**config.mk**
```make
export PLATFORM = sky130hd
export DESIGN_NAME = supply_condition_trigger_flat
export DESIGN_NICKNAME = d
export VERILOG_FILES = /design/src/hdl/sct_pkg.sv /design/src/hdl/sct_if.sv /design/src/hdl/sct_cond.sv /design/src/hdl/supply_condition_trigger.sv /design/src/flat_wrapper.sv
export SDC_FILE = /design/constraint.sdc
export NUM_CORES = 1
export LEC_CHECK = 0
export ABC_CLOCK_PERIOD_IN_PS = 6730
export BUFFER_PORTS_ARGS = -buffer_cell sky130_fd_sc_hd__buf_2
export CAP_MARGIN = 20
export CORE_UTILIZATION = 62
export DETAILED_ROUTE_END_ITERATION = 8
export PLACE_DENSITY = 0.85
export SYNTH_ARGS = -nofsm -noshare
export SYNTH_HDL_FRONTEND = slang
export SYNTH_SLANG_ARGS = --single-unit
export TNS_END_PERCENT = 30
```
**constraint.sdc**
```tcl
create_clock -name clk -period 6.73 [get_ports clk]
set_clock_uncertainty 0.2 [all_clocks]
set_input_delay 0.3365 -clock clk [delete_from_list [all_inputs] [get_ports clk]]
set_output_delay 0.3365 -clock clk [all_outputs]
set_load 0.02 [all_outputs]
```
**src/hdl/sct_pkg.sv**
```systemverilog
// ----------------------------------------------------------------------------
// sct_pkg
// Shared types and constants of the supply condition trigger.
// ----------------------------------------------------------------------------
package sct_pkg;

  localparam int unsigned THRESH_BITS = 24;
  localparam int unsigned TICK_BITS   = 8;
  localparam int unsigned DWELL_BITS  = 10;
  localparam int unsigned NUM_CHAN    = 4;
  localparam int unsigned NUM_STAGES  = NUM_CHAN - 1;
  localparam int unsigned REG_IDX_BITS = 3;

  // register indexes on the configuration channel
  localparam logic [REG_IDX_BITS-1:0] REG_MONITOR_ENABLE    = 3'd0;
  localparam logic [REG_IDX_BITS-1:0] REG_CHANNEL_MODES     = 3'd1;
  localparam logic [REG_IDX_BITS-1:0] REG_COMBINE_OPS       = 3'd2;
  localparam logic [REG_IDX_BITS-1:0] REG_SENSITIVITY       = 3'd3;
  localparam logic [REG_IDX_BITS-1:0] REG_VOLTAGE_THRESHOLD = 3'd4;
  localparam logic [REG_IDX_BITS-1:0] REG_CURRENT_THRESHOLD = 3'd5;
  localparam logic [REG_IDX_BITS-1:0] REG_POWER_THRESHOLD   = 3'd6;
  localparam logic [REG_IDX_BITS-1:0] REG_DVM_THRESHOLD     = 3'd7;

  // per-channel compare modes
  localparam logic [1:0] MODE_NONE     = 2'd0;
  localparam logic [1:0] MODE_BELOW    = 2'd1;
  localparam logic [1:0] MODE_ABOVE    = 2'd2;
  localparam logic [1:0] MODE_NONE_ALT = 2'd3;

  // sensitivity codes
  localparam logic [1:0] SENS_LOW  = 2'd0;
  localparam logic [1:0] SENS_MID  = 2'd1;
  localparam logic [1:0] SENS_HIGH = 2'd2;
  localparam logic [1:0] SENS_ZERO = 2'd3;

  localparam logic [DWELL_BITS-1:0] LIMIT_LOW  = 10'd500;
  localparam logic [DWELL_BITS-1:0] LIMIT_MID  = 10'd250;
  localparam logic [DWELL_BITS-1:0] LIMIT_HIGH = 10'd50;
  localparam logic [DWELL_BITS-1:0] LIMIT_ZERO = 10'd0;

  // largest counter value: grows only below the longest limit
  localparam logic [DWELL_BITS-1:0] DWELL_MAX = 10'd754;

  typedef struct packed {
    logic                                  monitor_enable;
    logic [2*NUM_CHAN-1:0]                 channel_modes;
    logic [NUM_STAGES-1:0]                 combine_ops;
    logic [1:0]                            sensitivity;
    logic [NUM_CHAN-1:0][THRESH_BITS-1:0]  thresholds;
  } sct_cfg_t;

  function automatic logic [DWELL_BITS-1:0] dwell_limit(input logic [1:0] sens);
    logic [DWELL_BITS-1:0] lim;
    unique case (sens)
      SENS_LOW:  lim = LIMIT_LOW;
      SENS_MID:  lim = LIMIT_MID;
      SENS_HIGH: lim = LIMIT_HIGH;
      SENS_ZERO: lim = LIMIT_ZERO;
      default:   lim = LIMIT_ZERO;
    endcase
    return lim;
  endfunction

endpackage

```
**src/hdl/sct_if.sv**
```systemverilog
// ----------------------------------------------------------------------------
// sct_if
// Valid/ready channels of the supply condition trigger.
// ----------------------------------------------------------------------------
interface sct_sample_if #(
  parameter int unsigned READING_BITS = 24
);
  logic                    valid;
  logic                    ready;
  logic [7:0]              tick_ms;
  logic                    output_on;
  logic [READING_BITS-1:0] voltage_reading;
  logic [READING_BITS-1:0] current_reading;
  logic [READING_BITS-1:0] power_reading;
  logic [READING_BITS-1:0] dvm_reading;

  modport source (output valid, tick_ms, output_on, voltage_reading, current_reading,
                  power_reading, dvm_reading, input ready);
  modport sink   (input valid, tick_ms, output_on, voltage_reading, current_reading,
                  power_reading, dvm_reading, output ready);
endinterface

interface sct_result_if;
  logic       valid;
  logic       ready;
  logic       action_fire;
  logic       condition_met;
  logic [9:0] dwell_count;

  modport source (output valid, action_fire, condition_met, dwell_count, input ready);
  modport sink   (input valid, action_fire, condition_met, dwell_count, output ready);
endinterface

interface sct_cfg_if;
  logic        valid;
  logic        ready;
  logic [2:0]  index;
  logic [23:0] data;

  modport source (output valid, index, data, input ready);
  modport sink   (input valid, index, data, output ready);
endinterface

```
**src/hdl/sct_cond.sv**
```systemverilog
// ----------------------------------------------------------------------------
// sct_cond
// Per-channel threshold compares chained through AND/OR stages.
// ----------------------------------------------------------------------------
module sct_cond #(
  parameter int unsigned READING_BITS = 24
) (
  input  sct_pkg::sct_cfg_t                           cfg_regs,
  input  logic [sct_pkg::NUM_CHAN-1:0][READING_BITS-1:0] reading,
  output logic                                        cond
);
  import sct_pkg::*;

  localparam int unsigned CMP_BITS = (READING_BITS > THRESH_BITS) ? READING_BITS : THRESH_BITS;

  logic [NUM_CHAN-1:0] flag;

  always_comb begin
    for (int i = 0; i < NUM_CHAN; i++) begin
      logic [1:0]          mode;
      logic [CMP_BITS-1:0] rd;
      logic [CMP_BITS-1:0] thr;
      mode = cfg_regs.channel_modes[2*i +: 2];
      rd   = CMP_BITS'(reading[i]);
      thr  = CMP_BITS'(cfg_regs.thresholds[i]);
      case (mode)
        MODE_BELOW: flag[i] = rd < thr;
        MODE_ABOVE: flag[i] = rd > thr;
        default:    flag[i] = 1'b1;
      endcase
    end
  end

  // chain left to right: stage i joins the running value with channel i+1
  always_comb begin
    logic c;
    c = flag[0];
    for (int i = 0; i < NUM_STAGES; i++) begin
      if (cfg_regs.combine_ops[i]) c = c & flag[i+1];
      else                         c = c | flag[i+1];
    end
    cond = c;
  end

endmodule

```
**src/hdl/supply_condition_trigger.sv**
```systemverilog
// ----------------------------------------------------------------------------
// supply_condition_trigger
// Dwell-qualified trigger on power supply readings, one result per tick.
// ----------------------------------------------------------------------------
//   channel | dir | handshake   | payload
//   cfg     | in  | valid/ready | index, data (register write)
//   sample  | in  | valid/ready | tick_ms, output_on, four readings
//   result  | out | valid/ready | action_fire, condition_met, dwell_count
//
// One item per cycle while the result is not stalled; items pass through the input register, then the result register.
// The dwell counter and fired latch update as an item moves into the
// result register, so each item sees the state left by the one before.
// rst clears valids, state and configuration registers; cfg is always ready.
// A stalled result holds both stages; sample stalls only when both are full.
// ----------------------------------------------------------------------------
module supply_condition_trigger #(
  parameter int unsigned READING_BITS = 24
) (
  input  logic clk,
  input  logic rst,
  sct_cfg_if.sink    cfg,
  sct_sample_if.sink sample,
  sct_result_if.source result
);
  import sct_pkg::*;

  sct_cfg_t cfg_regs;

  // input stage
  logic                                  s1_valid;
  logic [TICK_BITS-1:0]                  s1_tick;
  logic                                  s1_on;
  logic [NUM_CHAN-1:0][READING_BITS-1:0] s1_reading;
  logic                                  s1_advance;

  // state
  logic [DWELL_BITS-1:0] dwell_counter;
  logic [DWELL_BITS-1:0] dwell_counter_next;
  logic                  fired_latch;
  logic                  fired_latch_next;

  logic cond;
  logic cond_met;
  logic fire;

  // result stage
  logic                  o_valid;
  logic                  o_fire;
  logic                  o_cond;
  logic [DWELL_BITS-1:0] o_count;

  assign cfg.ready = 1'b1;

  always_ff @(posedge clk) begin
    if (rst) begin
      cfg_regs <= '0;
    end else if (cfg.valid && cfg.ready) begin
      unique case (cfg.index)
        REG_MONITOR_ENABLE:    cfg_regs.monitor_enable <= cfg.data[0];
        REG_CHANNEL_MODES:     cfg_regs.channel_modes  <= cfg.data[2*NUM_CHAN-1:0];
        REG_COMBINE_OPS:       cfg_regs.combine_ops    <= cfg.data[NUM_STAGES-1:0];
        REG_SENSITIVITY:       cfg_regs.sensitivity    <= cfg.data[1:0];
        REG_VOLTAGE_THRESHOLD: cfg_regs.thresholds[0]  <= cfg.data;
        REG_CURRENT_THRESHOLD: cfg_regs.thresholds[1]  <= cfg.data;
        REG_POWER_THRESHOLD:   cfg_regs.thresholds[2]  <= cfg.data;
        REG_DVM_THRESHOLD:     cfg_regs.thresholds[3]  <= cfg.data;
        default: ;
      endcase
    end
  end

  assign s1_advance   = s1_valid && (!o_valid || result.ready);
  assign sample.ready = !s1_valid || s1_advance;

  always_ff @(posedge clk) begin
    if (rst) begin
      s1_valid <= 1'b0;
    end else if (sample.ready) begin
      s1_valid <= sample.valid;
    end
  end

  always_ff @(posedge clk) begin
    if (sample.valid && sample.ready) begin
      s1_tick       <= sample.tick_ms;
      s1_on         <= sample.output_on;
      s1_reading[0] <= sample.voltage_reading;
      s1_reading[1] <= sample.current_reading;
      s1_reading[2] <= sample.power_reading;
      s1_reading[3] <= sample.dvm_reading;
    end
  end

  sct_cond #(
    .READING_BITS(READING_BITS)
  ) u_cond (
    .cfg_regs (cfg_regs),
    .reading  (s1_reading),
    .cond     (cond)
  );

  always_comb begin
    dwell_counter_next = dwell_counter;
    fired_latch_next   = fired_latch;
    cond_met           = 1'b0;
    fire               = 1'b0;
    if (!s1_on) begin
      fired_latch_next = 1'b0;
    end else if (!cfg_regs.monitor_enable) begin
      dwell_counter_next = '0;
    end else if (cfg_regs.channel_modes != '0) begin
      cond_met = cond;
      if (cond) begin
        if (!fired_latch) begin
          if (dwell_counter < dwell_limit(cfg_regs.sensitivity)) begin
            dwell_counter_next = dwell_counter + DWELL_BITS'(s1_tick);
          end else begin
            dwell_counter_next = '0;
            fire               = 1'b1;
            fired_latch_next   = 1'b1;
          end
        end
      end else begin
        dwell_counter_next = '0;
      end
    end
  end

  always_ff @(posedge clk) begin
    if (rst) begin
      dwell_counter <= '0;
      fired_latch   <= 1'b0;
    end else if (s1_advance) begin
      dwell_counter <= dwell_counter_next;
      fired_latch   <= fired_latch_next;
    end
  end

  always_ff @(posedge clk) begin
    if (rst) begin
      o_valid <= 1'b0;
    end else if (!o_valid || result.ready) begin
      o_valid <= s1_valid;
    end
  end

  always_ff @(posedge clk) begin
    if (s1_advance) begin
      o_fire  <= fire;
      o_cond  <= cond_met;
      o_count <= dwell_counter_next;
    end
  end

  assign result.valid         = o_valid;
  assign result.action_fire   = o_fire;
  assign result.condition_met = o_cond;
  assign result.dwell_count   = o_count;

  // a fire always sets the latch
  a_fire_sets_latch: assert property (@(posedge clk) disable iff (rst)
    (s1_advance && fire) |=> fired_latch)
    else $error("fired latch not set after fire");

  // a fired result reports a met condition and a cleared counter
  a_fire_result: assert property (@(posedge clk) disable iff (rst)
    (result.valid && result.action_fire) |-> (result.condition_met && result.dwell_count == '0))
    else $error("fired result with bad condition or count");

  // counter never passes the longest limit plus one tick
  a_dwell_range: assert property (@(posedge clk) disable iff (rst)
    dwell_counter <= DWELL_MAX)
    else $error("dwell counter out of range");

  // sample stalls only with both stages full and the result stalled
  a_stall_cause: assert property (@(posedge clk) disable iff (rst)
    !sample.ready |-> (s1_valid && o_valid && !result.ready))
    else $error("sample stalled without cause");

endmodule

```
**src/flat_wrapper.sv**
```systemverilog
// flat-port wrapper written by rule: the top's interface ports become plain ports
module supply_condition_trigger_flat import sct_pkg::*;
#(
  parameter int unsigned READING_BITS = 24
)
  (clk, rst, cfg_valid, cfg_index, cfg_data, cfg_ready, sample_valid, sample_tick_ms, sample_output_on, sample_voltage_reading, sample_current_reading, sample_power_reading, sample_dvm_reading, sample_ready, result_valid, result_action_fire, result_condition_met, result_dwell_count, result_ready);
  sct_cfg_if cfg_i ();
  sct_sample_if #(.READING_BITS(READING_BITS)) sample_i ();
  sct_result_if result_i ();
  input  logic clk;
  input  logic rst;
  input wire logic [$bits(cfg_i.valid)-1:0] cfg_valid;
  input wire logic [$bits(cfg_i.index)-1:0] cfg_index;
  input wire logic [$bits(cfg_i.data)-1:0] cfg_data;
  output wire logic [$bits(cfg_i.ready)-1:0] cfg_ready;
  input wire logic [$bits(sample_i.valid)-1:0] sample_valid;
  input wire logic [$bits(sample_i.tick_ms)-1:0] sample_tick_ms;
  input wire logic [$bits(sample_i.output_on)-1:0] sample_output_on;
  input wire logic [$bits(sample_i.voltage_reading)-1:0] sample_voltage_reading;
  input wire logic [$bits(sample_i.current_reading)-1:0] sample_current_reading;
  input wire logic [$bits(sample_i.power_reading)-1:0] sample_power_reading;
  input wire logic [$bits(sample_i.dvm_reading)-1:0] sample_dvm_reading;
  output wire logic [$bits(sample_i.ready)-1:0] sample_ready;
  output wire logic [$bits(result_i.valid)-1:0] result_valid;
  output wire logic [$bits(result_i.action_fire)-1:0] result_action_fire;
  output wire logic [$bits(result_i.condition_met)-1:0] result_condition_met;
  output wire logic [$bits(result_i.dwell_count)-1:0] result_dwell_count;
  input wire logic [$bits(result_i.ready)-1:0] result_ready;
  assign cfg_i.valid = cfg_valid;
  assign cfg_i.index = cfg_index;
  assign cfg_i.data = cfg_data;
  assign cfg_ready = cfg_i.ready;
  assign sample_i.valid = sample_valid;
  assign sample_i.tick_ms = sample_tick_ms;
  assign sample_i.output_on = sample_output_on;
  assign sample_i.voltage_reading = sample_voltage_reading;
  assign sample_i.current_reading = sample_current_reading;
  assign sample_i.power_reading = sample_power_reading;
  assign sample_i.dvm_reading = sample_dvm_reading;
  assign sample_ready = sample_i.ready;
  assign result_valid = result_i.valid;
  assign result_action_fire = result_i.action_fire;
  assign result_condition_met = result_i.condition_met;
  assign result_dwell_count = result_i.dwell_count;
  assign result_i.ready = result_ready;
  supply_condition_trigger #(.READING_BITS(READING_BITS)) u_core (.clk(clk), .rst(rst), .cfg(cfg_i), .sample(sample_i), .result(result_i));
endmodule
```
==> flow_metrics.py <==
metrics = {
    "global_routing": {
        "grt_pass1_wl_um": 46840,
        "grt_start_max_net_pins": 88,
        "grt_pass1_vias": 9392,
        "antenna_found_initial": 2,
        "grt_usage": 0.3317,
        "overflow": 0,
    },
    "final_layout": {
        "drive_above_1_share": 0.1505,
        "nFillCells": 967,
        "syn_to_final_growth_pct": 27.67,
        "layout.nets": 1647,
    },
    "clock_network": {
        "cts_tree": "built",
        "cts_buffers": 25,
        "clk_latency_ps": 530,
        "clock-sinks": 240,
        "htreeDepth": 1,
        "clockRootBuffer": "clkbuf_16",
        "clk_pin_slew_ps": 60,
        "clock_path_buffers": 3,
    },
    "synthesis": {
        "mappedNetlistArea_um2": 11210,
        "synth-edff-count": 117,
        "ys_types": 54,
        "synth_flop_cell": "dfxtp_1",
        "synth_commonest_cells": "nand2_1, a21oi_1, ha_1, dfxtp_1",
        "syn-num-nets": 1366,
        "yosys.area.top_type_share": 0.3133,
        "synth_most_common_cell": "nand2_1",
        "yosys_warnings": 0,
        "yosys-top-cells-area": "edfxtp_1, dfxtp_1, ha_1",
        "yosysSeqAreaShare": 0.5329,
        "avgSynthCellArea_um2": 10.18,
        "async_flop_share": 0,
        "syn_inst": 1102,
        "ys_ff_latch": 240,
        "yosysTopAreaCell": "edfxtp_1",
    },
    "setup_path": {
        "cpPeakStageDelay_ps": 560,
        "worstPathBufferInverterCount": 0,
        "start_kind": "register",
        "crit_path_max_fanout": 16,
        "worstPathRequired_ps": 6930,
        "critical_path_class": "register to register",
        "worstPathCellList": "ha_1 > a21oi_1 > nor2_1 > a211oi_1 > o41ai_1 > a211oi_1 > mux2i_1 > maj3_2 > maj3_2 > maj3_4 > nor3_4 > a22o_1",
        "cp_top_family": "adder cells",
        "cp_slowest_cell": "nor3_4",
        "end_kind": "register",
        "r2r_start": "u_core.s1_reading[33]",
        "critPathLaunch": "u_core.s1_reading[33]",
        "arrival_ps": 4380,
    },
    "timing": {
        "maxSlewHeadroom": 0.3062,
        "max_freq_ghz": 0.2390,
        "rsz0062_at_grt": "false",
        "fin_crit_ps": 4185,
        "tightest_slew_ps": 1040,
        "fin_setup_tns_ps": 0,
        "setup_viol": 0,
        "finalCritPeriodShare": 0.6218,
        "fin_ws_ps": 2545,
        "slew_violations": 0,
        "hold_viol_final": 0,
    },
    "routing": {
        "postRouteAntennaNets": 0,
        "drt_wl_total_um": 30790,
        "vias_per_cell": 5.757,
        "avgRoutedWirePerCell_um": 18.87,
        "firstDrtPassIters": 5,
        "drcViolationCount": 0,
        "vias": 9389,
        "drtIter0Drc": 797,
    },
    "hold_path": {
        "min_path_type": "input port to register",
        "min_from": "cfg_index[0]",
    },
    "place": {
        "gp_congestion": 0.8724,
        "io_buffers": 150,
        "preCtsSetupSlack_ps": 2654,
        "dp_hpwl_um": 17950,
    },
    "power_and_ir_drop": {
        "peakVddDrop_uv": 258.1,
        "swShare": 0.2366,
        "combPwrFrac": 0.101,
        "intPower_mw": 2.536,
        "switchingPower_mw": 0.7859,
        "leakagePower_nw": 5.569,
        "power_density_nw_per_um2": 232.0,
        "p_seq_frac": 0.487,
        "clkPwrFrac": 0.412,
    },
    "job": {
        "drv_cap": 0,
    },
    "floorplan": {
        "core_area_um2": 17480,
        "ios": 152,
        "die_w_um": 136.5,
        "rows": 48,
        "initial_core_util": 0.6417,
        "die_y_um": 136.5,
        "dieArea_um2": 18630,
    },
    "status": {
        "outcome": "finished clean",
    },
}
-- layout make-up --
cell class | instances | area [µm²] | share of cell area
inverter | 118 | 442.9 | 0.03094
clock inverter | 10 | 78.83 | 0.005506
timing repair buffer | 289 | 2137 | 0.1493
clock buffer | 36 | 728.2 | 0.05086
antenna | 4 | 10.01 | 0.0006991
tap | 225 | 281.5 | 0.01966
sequential | 240 | 5976 | 0.4174
multi-input combinational | 709 | 4663 | 0.3257
-- flip-flops by register name (all words and copies together), names as in the netlist --
name,count
u_core.dwell_counter,10
u_core.result.condition_met,1
u_core.result.dwell_count,10
u_core.s1_on,1
u_core.s1_reading,96
u_core.result.action_fire,1
u_core.cfg_regs,110
u_core.s1_tick,8
u_core.fired_latch,1
u_core.result.valid,1
u_core.s1_valid,1
-- worst paths after layout --
kind	to	slack, ps	cells after the start
setup reg to reg	u_core.result.dwell_count[6]	2550	12
hold / removal	u_core.cfg_regs[109]	80	4
hold reg to reg	u_core.cfg_regs[74]	250	2
setup / recovery	u_core.result.dwell_count[6]	2550	12
-- stage by stage --
stage	cell area, µm²	instances	hold WS (ps)	power (mW)	utilization
2_1_floorplan	11210	1102	235.4	1.790	-
3_3_place_gp	12150	1447	242.0	1.888	0.6954
3_5_place_dp	12150	1447	246.3	1.900	0.6954
4_1_cts	14290	1626	60.67	3.292	0.8178
5_1_grt	14310	1628	90.83	3.405	0.8188
6_report	14320	1631	78.89	3.322	0.8192
-- cell families after synthesis --
family / share of synthesized area
buffers and inverters: 0.05221
other: 0.0003344
AO/OA/AOI/OAI: 0.1225
adder cells (fa/ha/maj): 0.1456
flip-flops: 0.5329
AND/OR/NAND/NOR: 0.1257
multiplexers: 0.01607
XOR/XNOR: 0.004686
-- worst register-to-register path, stage by stage (launching register included) --
cell and delay, ps:
edfxtp_1 470, ha_1 380, a21oi_1 200, nor2_1 70, a211oi_1 210, o41ai_1 140, a211oi_1 360, mux2i_1 180
maj3_2 330, maj3_2 320, maj3_4 400, nor3_4 570, a22o_1 230
-- routing by layer --
metal  vias to the layer above  wire length (µm)  GRT usage
li1                       4373                 -          -
met1                      4370             11510     0.3806
met2                       494             14690     0.5776
met3                       152              2576    0.06148
met4                         0              1999     0.1938
met5                         -                 0          0
-- cell usage in the layout (no fill, tap or decap), drive strengths merged, types with 4 or more instances in the layout --
master	netlist	layout
nor2	36	36
nand4	23	23
nand2b	10	10
dlygate4sd3	0	133
o21ai	16	16
o211ai	5	5
nor2b	6	6
dfxtp	123	123
ha	126	126
nor3	6	6
a32o	8	8
a22o	9	9
xnor2	5	5
nand3	11	11
buf	4	156
edfxtp	117	117
inv	118	119
a211oi	5	5
clkbuf	31	36
diode	0	4
a21o	14	14
o21a	5	5
clkinv	0	7
or2	4	4
mux2i	18	18
nand2	223	223
a21oi	142	142
-- power by group through the flow --
stage | Sequential (mW) | Clock, mW | Combinational, mW
after detailed placement | 1.65 | 0 | 0.254
after CTS | 1.62 | 1.36 | 0.316
after floorplan | 1.64 | 0 | 0.145
after global placement | 1.64 | 0 | 0.243
after global routing | 1.62 | 1.42 | 0.364
final | 1.62 | 1.37 | 0.334
-- timing repair --
item                                   in CTS  in global routing
gates resized for setup                     0                  0
hold buffers                              133                  0
endpoints found under the hold margin     206                  0
buffers inserted                            0                  0
Note: power is estimated with default switching activity, not from simulation.
